**config.mk**
```make
export PLATFORM = sky130hd
export DESIGN_NAME = l5mdl_ctrl
export DESIGN_NICKNAME = d
export VERILOG_FILES = /design/src/rtl/l5mdl_pkg.sv /design/src/rtl/l5mdl_ctrl.sv
export SDC_FILE = /design/constraint.sdc
export NUM_CORES = 1
export LEC_CHECK = 0
export BUFFER_PORTS_ARGS = -buffer_cell sky130_fd_sc_hd__buf_4
export CORE_MARGIN = 2
export CORE_UTILIZATION = 57
export CTS_BUF_LIST = sky130_fd_sc_hd__clkbuf_2
export CTS_CLUSTER_DIAMETER = 80
export DETAILED_ROUTE_END_ITERATION = 7
export PLACE_DENSITY = 0.82
export SYNTH_ARGS = -nofsm -noshare
export SYNTH_HDL_FRONTEND = slang
export SYNTH_SLANG_ARGS = --single-unit
```
**constraint.sdc**
```tcl
create_clock -name clk -period 2.1 [get_ports clk]
set_clock_uncertainty 0.05 [all_clocks]
set_input_delay 0 -clock clk [delete_from_list [all_inputs] [get_ports clk]]
set_output_delay 0 -clock clk [all_outputs]
set_load 0.02 [all_outputs]
```
**src/rtl/l5mdl_pkg.sv**
```systemverilog
// Shared types and constants for the Lagrange modulated delay line.
// No dependencies; imported by l5mdl_cfg_if, the controller, the datapath and the top level.
`default_nettype none

package l5mdl_pkg;

  localparam int REG_W     = 29;  // Q13.16 delay registers
  localparam int CFG_IDX_W = 2;
  localparam int LFO_W     = 16;
  // extra quotient bits beyond the sample width in the final /15 step
  localparam int QUO_EXTRA = 10;

  typedef enum logic [CFG_IDX_W-1:0] {
    CFG_CENTRE = 2'd0,
    CFG_DEPTH  = 2'd1,
    CFG_MIN    = 2'd2,
    CFG_MAX    = 2'd3
  } cfg_idx_t;

  localparam logic [REG_W-1:0] CENTRE_RST = 29'd22020096;
  localparam logic [REG_W-1:0] DEPTH_RST  = 29'd62914560;
  localparam logic [REG_W-1:0] MIN_RST    = 29'd262144;
  localparam logic [REG_W-1:0] MAX_RST    = 29'd346030080;

  typedef struct packed {
    logic       clear;
    logic       accept;
    logic       mul_delay;
    logic       clamp;
    logic       mod_q;
    logic       mod_r;
    logic       quo_load;
    logic       quo_mul;
    logic       base;
    logic       w_init;
    logic       w_mul;
    logic       w_rnd;
    logic       x_mul;
    logic       x_acc;
    logic       out_load;
    logic [2:0] tap_i;
    logic [2:0] fac_j;
  } cmd_t;

  typedef struct packed {
    logic clear_last;
    logic out_free;
  } st_t;

endpackage

`default_nettype wire

```
**src/rtl/l5mdl_ctrl.sv**
```systemverilog
// Sequencer for the delay line: clearing pass, delay, modulo, tap loop, final divide.
// Depends on l5mdl_pkg for the command and status structs.
`default_nettype none

module l5mdl_ctrl import l5mdl_pkg::*; (
  input  logic clk,
  input  logic rst_n,
  input  logic in_valid,
  output logic in_ready,
  input  st_t  st,
  output cmd_t cmd
);

  localparam logic [2:0] LAST_TAP = 3'd5;
  localparam logic [2:0] LAST_FAC = 3'd4;

  typedef enum logic [14:0] {
    S_CLEAR = 15'h0001,
    S_IDLE  = 15'h0002,
    S_DELAY = 15'h0004,
    S_CLAMP = 15'h0008,
    S_MODL  = 15'h0010,
    S_MOD   = 15'h0020,
    S_BASE  = 15'h0040,
    S_WINIT = 15'h0080,
    S_WMUL  = 15'h0100,
    S_WRND  = 15'h0200,
    S_XMUL  = 15'h0400,
    S_XACC  = 15'h0800,
    S_QLOAD = 15'h1000,
    S_QDIV  = 15'h2000,
    S_OUT   = 15'h4000
  } state_t;

  state_t     state_r, state_nxt;
  logic [2:0] i_r, i_nxt;
  logic [2:0] k_r, k_nxt;

  always_comb begin
    state_nxt = state_r;
    i_nxt     = i_r;
    k_nxt     = k_r;
    in_ready  = 1'b0;
    cmd       = '0;
    cmd.tap_i = i_r;
    // factor index skips the tap's own term
    cmd.fac_j = (k_r >= i_r) ? k_r + 3'd1 : k_r;
    unique case (state_r)
      S_CLEAR: begin
        cmd.clear = 1'b1;
        if (st.clear_last) state_nxt = S_IDLE;
      end
      S_IDLE: begin
        in_ready = 1'b1;
        if (in_valid) begin
          cmd.accept = 1'b1;
          state_nxt  = S_DELAY;
        end
      end
      S_DELAY: begin
        cmd.mul_delay = 1'b1;
        state_nxt     = S_CLAMP;
      end
      S_CLAMP: begin
        cmd.clamp = 1'b1;
        state_nxt = S_MODL;
      end
      S_MODL: begin
        cmd.mod_q = 1'b1;
        state_nxt = S_MOD;
      end
      S_MOD: begin
        cmd.mod_r = 1'b1;
        state_nxt = S_BASE;
      end
      S_BASE: begin
        cmd.base  = 1'b1;
        i_nxt     = '0;
        k_nxt     = '0;
        state_nxt = S_WINIT;
      end
      S_WINIT: begin
        cmd.w_init = 1'b1;
        k_nxt      = 3'd1;
        state_nxt  = S_WMUL;
      end
      S_WMUL: begin
        cmd.w_mul = 1'b1;
        state_nxt = S_WRND;
      end
      S_WRND: begin
        cmd.w_rnd = 1'b1;
        if (k_r == LAST_FAC) begin
          state_nxt = S_XMUL;
        end else begin
          k_nxt     = k_r + 3'd1;
          state_nxt = S_WMUL;
        end
      end
      S_XMUL: begin
        cmd.x_mul = 1'b1;
        state_nxt = S_XACC;
      end
      S_XACC: begin
        cmd.x_acc = 1'b1;
        if (i_r == LAST_TAP) begin
          state_nxt = S_QLOAD;
        end else begin
          i_nxt     = i_r + 3'd1;
          k_nxt     = '0;
          state_nxt = S_WINIT;
        end
      end
      S_QLOAD: begin
        cmd.quo_load = 1'b1;
        state_nxt    = S_QDIV;
      end
      S_QDIV: begin
        cmd.quo_mul = 1'b1;
        state_nxt   = S_OUT;
      end
      S_OUT: begin
        // hold the result until the output register is free
        if (st.out_free) begin
          cmd.out_load = 1'b1;
          state_nxt    = S_IDLE;
        end
      end
      default: state_nxt = S_IDLE;
    endcase
  end

  always_ff @(posedge clk) begin
    if (!rst_n) begin
      state_r <= S_CLEAR;
      i_r     <= '0;
      k_r     <= '0;
    end else begin
      state_r <= state_nxt;
      i_r     <= i_nxt;
      k_r     <= k_nxt;
    end
  end

endmodule

`default_nettype wire

```
==> insert_results.sql <==
INSERT INTO impl_metrics (metric_group, metric, value, unit) VALUES
('sta', 'final.hold.worst_slack', '408', 'ps'),
('power_and_ir_drop', 'p_clk_frac', '0.249', ''),
('sta', 'postLayoutSetupSlackWorst', '7.74', 'ps'),
('synth', 'total_number_of_yosys_warnings', '0', ''),
('route', 'routedWlPerCell', '15.7', 'um'),
('floorplan', 'fp.dieH', '54.6', 'um'),
('grt', 'antenna_found_initial', '0', ''),
('grt', 'grt_pass1_wl', '5570', 'um'),
('synth', 'postSynth.topFlopCell', 'sky130_fd_sc_hd__dfxtp_1', ''),
('sta', 'setup_viol_count_final', '0', ''),
('grt', 'grt_max_degree', '12', ''),
('critical_path', 'largest_fanout_on_the_critical_path', '7', ''),
('synth', 'yosys.area_share.xor_xnor', '0.0420', ''),
('clocking', 'cts_tree', 'yes', ''),
('route', 'ant_nets', '0', ''),
('power_and_ir_drop', 'power_frac_seq', '0.580', ''),
('synth', 'count_of_cell_types_in_the_netlist', '45', ''),
('sta', 'totalNegativeSetupSlack', '0', 'ps'),
('grt', 'grt_pass1_vias', '1274', ''),
('layout', 'antennaDiodeCount', '0', ''),
('placed_design', 'preCtsSetupSlack', '134', 'ps'),
('sta', 'clock.fmax', '478', 'MHz'),
('critical_path', 'critical_path_arrival', '2040', 'ps'),
('synth', 'ys_seq_area_frac', '0.288', ''),
('power_and_ir_drop', 'p_leak', '0.712', 'nW'),
('clocking', 'clock_h_tree_levels', '1', ''),
('run_status', 'outcome', 'completed', ''),
('synth', 'syn-instance-count', '165', ''),
('layout', 'multiInputGateArea', '992', 'um2'),
('synth', 'edff_count_synth', '0', ''),
('hold_path', 'worst_hold_path_type', 'in2reg', ''),
('placed_design', 'place_hpwl', '2690', 'um'),
('floorplan', 'initial_core_util', '0.595', ''),
('clocking', 'cts_buffer_count', '3', ''),
('power_and_ir_drop', 'total_switching_power', '0.211', 'mW'),
('placed_design', 'buffer_ports.inserted', '26', ''),
('critical_path', 'endpoint_kind', 'output pin', ''),
('power_and_ir_drop', 'power.density_cell_area', '394', 'mW/mm2'),
('power_and_ir_drop', 'ir_worst_vdd', '432', 'uV'),
('synth', 'postSynthRegisterBits', '21', ''),
('layout', 'num-fill-cells', '179', ''),
('synth', 'fraction_of_registers_with_async_set_reset', '0', ''),
('route', 'wl', '3670', 'um'),
('placed_design', 'detailed_place.area', '0.00171', 'mm2'),
('sta', 'worst_slew_pin_slew', '466', 'ps'),
('grt', 'globalRouteOverflowTotal', '0', ''),
('layout', 'fin_area', '0.00184', 'mm2'),
('synth', 'netlist_area', '0.00146', 'mm2'),
('synth', 'avgSynthCellArea', '8.85', 'um2'),
('power_and_ir_drop', 'fraction_of_power_spent_switching_nets', '0.292', ''),
('sta', 'slew_headroom', '0.689', ''),
('critical_path', 'critical_path_class', 'reg2out', ''),
('synth', 'synth-simple-area-share', '0.466', ''),
('route', 'drt_drc_violations_left', '0', ''),
('layout', 'final-seq-area', '438', 'um2'),
('floorplan', 'ios', '27', ''),
('route', 'drtPass1Iterations', '4', ''),
('layout', 'drive_above_1_share', '0.350', ''),
('placed_design', 'numPlacedInstances', '222', ''),
('sta', 'timing_max_transition_violations_final', '0', ''),
('critical_path', 'crit_required', '2050', 'ps'),
('route', 'overall_via_count_from_detail_route', '1414', ''),
('synth', 'synth_mux_area_frac', '0', ''),
('job', 'cap_violations', '0', ''),
('clocking', 'cts_root_buf', 'sky130_fd_sc_hd__clkbuf_2', ''),
('placed_design', 'final_estimated_routing_congestion_in_global_placement', '0.932', ''),
('sta', 'grt_setup_unrepaired', 'true', ''),
('layout', 'area_growth_syn_to_layout', '25.9', '%'),
('power_and_ir_drop', 'total_power', '0.724', 'mW'),
('synth', 'synth_top_family_by_area', 'simple AND/OR/NAND/NOR gates', ''),
('critical_path', 'cells_along_the_critical_path', 'nor4_4 -> buf_6 -> nand4b_1 -> or3b_4 -> inv_1 -> buf_4', '');
==> synth_stat cells, drive strengths merged (5+ instances only) <==
library cell | number | area (um2)
nor3b | 5 | 47.5
nand2 | 14 | 62.6
nor4b | 5 | 43.8
inv | 8 | 30.0
xnor2 | 5 | 43.8
nor3 | 14 | 80.1
nand3 | 5 | 30.0
and2 | 6 | 37.5
nor2 | 10 | 37.5
nor4 | 12 | 139
a21oi | 8 | 43.8
dfxtp | 21 | 420
o21ai | 6 | 33.8
buf | 5 | 37.5
ha | 7 | 87.6
==> path summary, 6_finish.rpt <==
path                             startpoint  slack [ps]          to  cells after the start
worst max register to register   state_r[4]          80  state_r[0]                      4
worst max-delay path            state_r[10]           8     cmd[12]                      6
worst min register to register       i_r[1]         480      i_r[1]                      2
worst min-delay path                  rst_n         410  state_r[1]                      4
==> cell type report <==
cell class	instances	area share
clock buffers	4	0.0109
repair buffers	40	0.174
flip-flops and latches	21	0.238
well taps	30	0.0204
multi-input cells	130	0.540
inverters	8	0.0163
==> worst max-delay path: cells and delay by family (launching register included) <==
kind	cells	cell delay, ps
buffers and inverters	3	390
and+or+nand+nor	3	870
DFF	1	430
==> what timing repair did <==
| action | 4_1_cts | 5_1_grt |
|---|---|---|
| setup buffers | 1 | 1 |
| pin swaps | 0 | 2 |
| hold endpoints to repair | 5 | 0 |
| hold buffers | 5 | 0 |
| resized for setup | 8 | 8 |
| setup endpoints to repair | 2 | 7 |
==> cell usage in the layout, fill, tap and decap left out, drive strengths merged, types with 6 or more instances in the layout <==
cell type,instances
buf,35
and2,6
a21oi,8
ha,7
dfxtp,21
nor3,14
nand2,14
o21ai,6
nor2,10
nor4,12
inv,8
==> power groups by stage <==
stage	Clock [mW]	Combinational [mW]	Sequential, mW
2_1_floorplan	0	0.0770	0.421
3_3_place_gp	0	0.105	0.425
3_5_place_dp	0	0.108	0.426
4_1_cts	0.185	0.121	0.420
5_1_grt	0.195	0.132	0.420
6_report	0.180	0.124	0.420
==> flip-flops by register name, indices dropped and copies added, names as in the netlist <==
register,count
i_r,3
k_r,3
state_r,15
==> cells by family after synthesis <==
group | after synthesis
buffers and inverters | 14
AOI/OAI and AO/OA | 20
DFF | 21
xor gates and xnor gates | 7
and+or+nand+nor | 96
adders and majority gates | 7
==> metal layers <==
layer  part of all wire  global-route usage  up-vias  routed length (um)
li1                   -                   -      687                   -
met1               0.42               0.308      671                1550
met2               0.51               0.458       47                1880
met3              0.046              0.0301        9                 170
met4              0.020               0.129        0                  72
met5                  0                   0        -                   0
(Power assumes the default switching activity.)
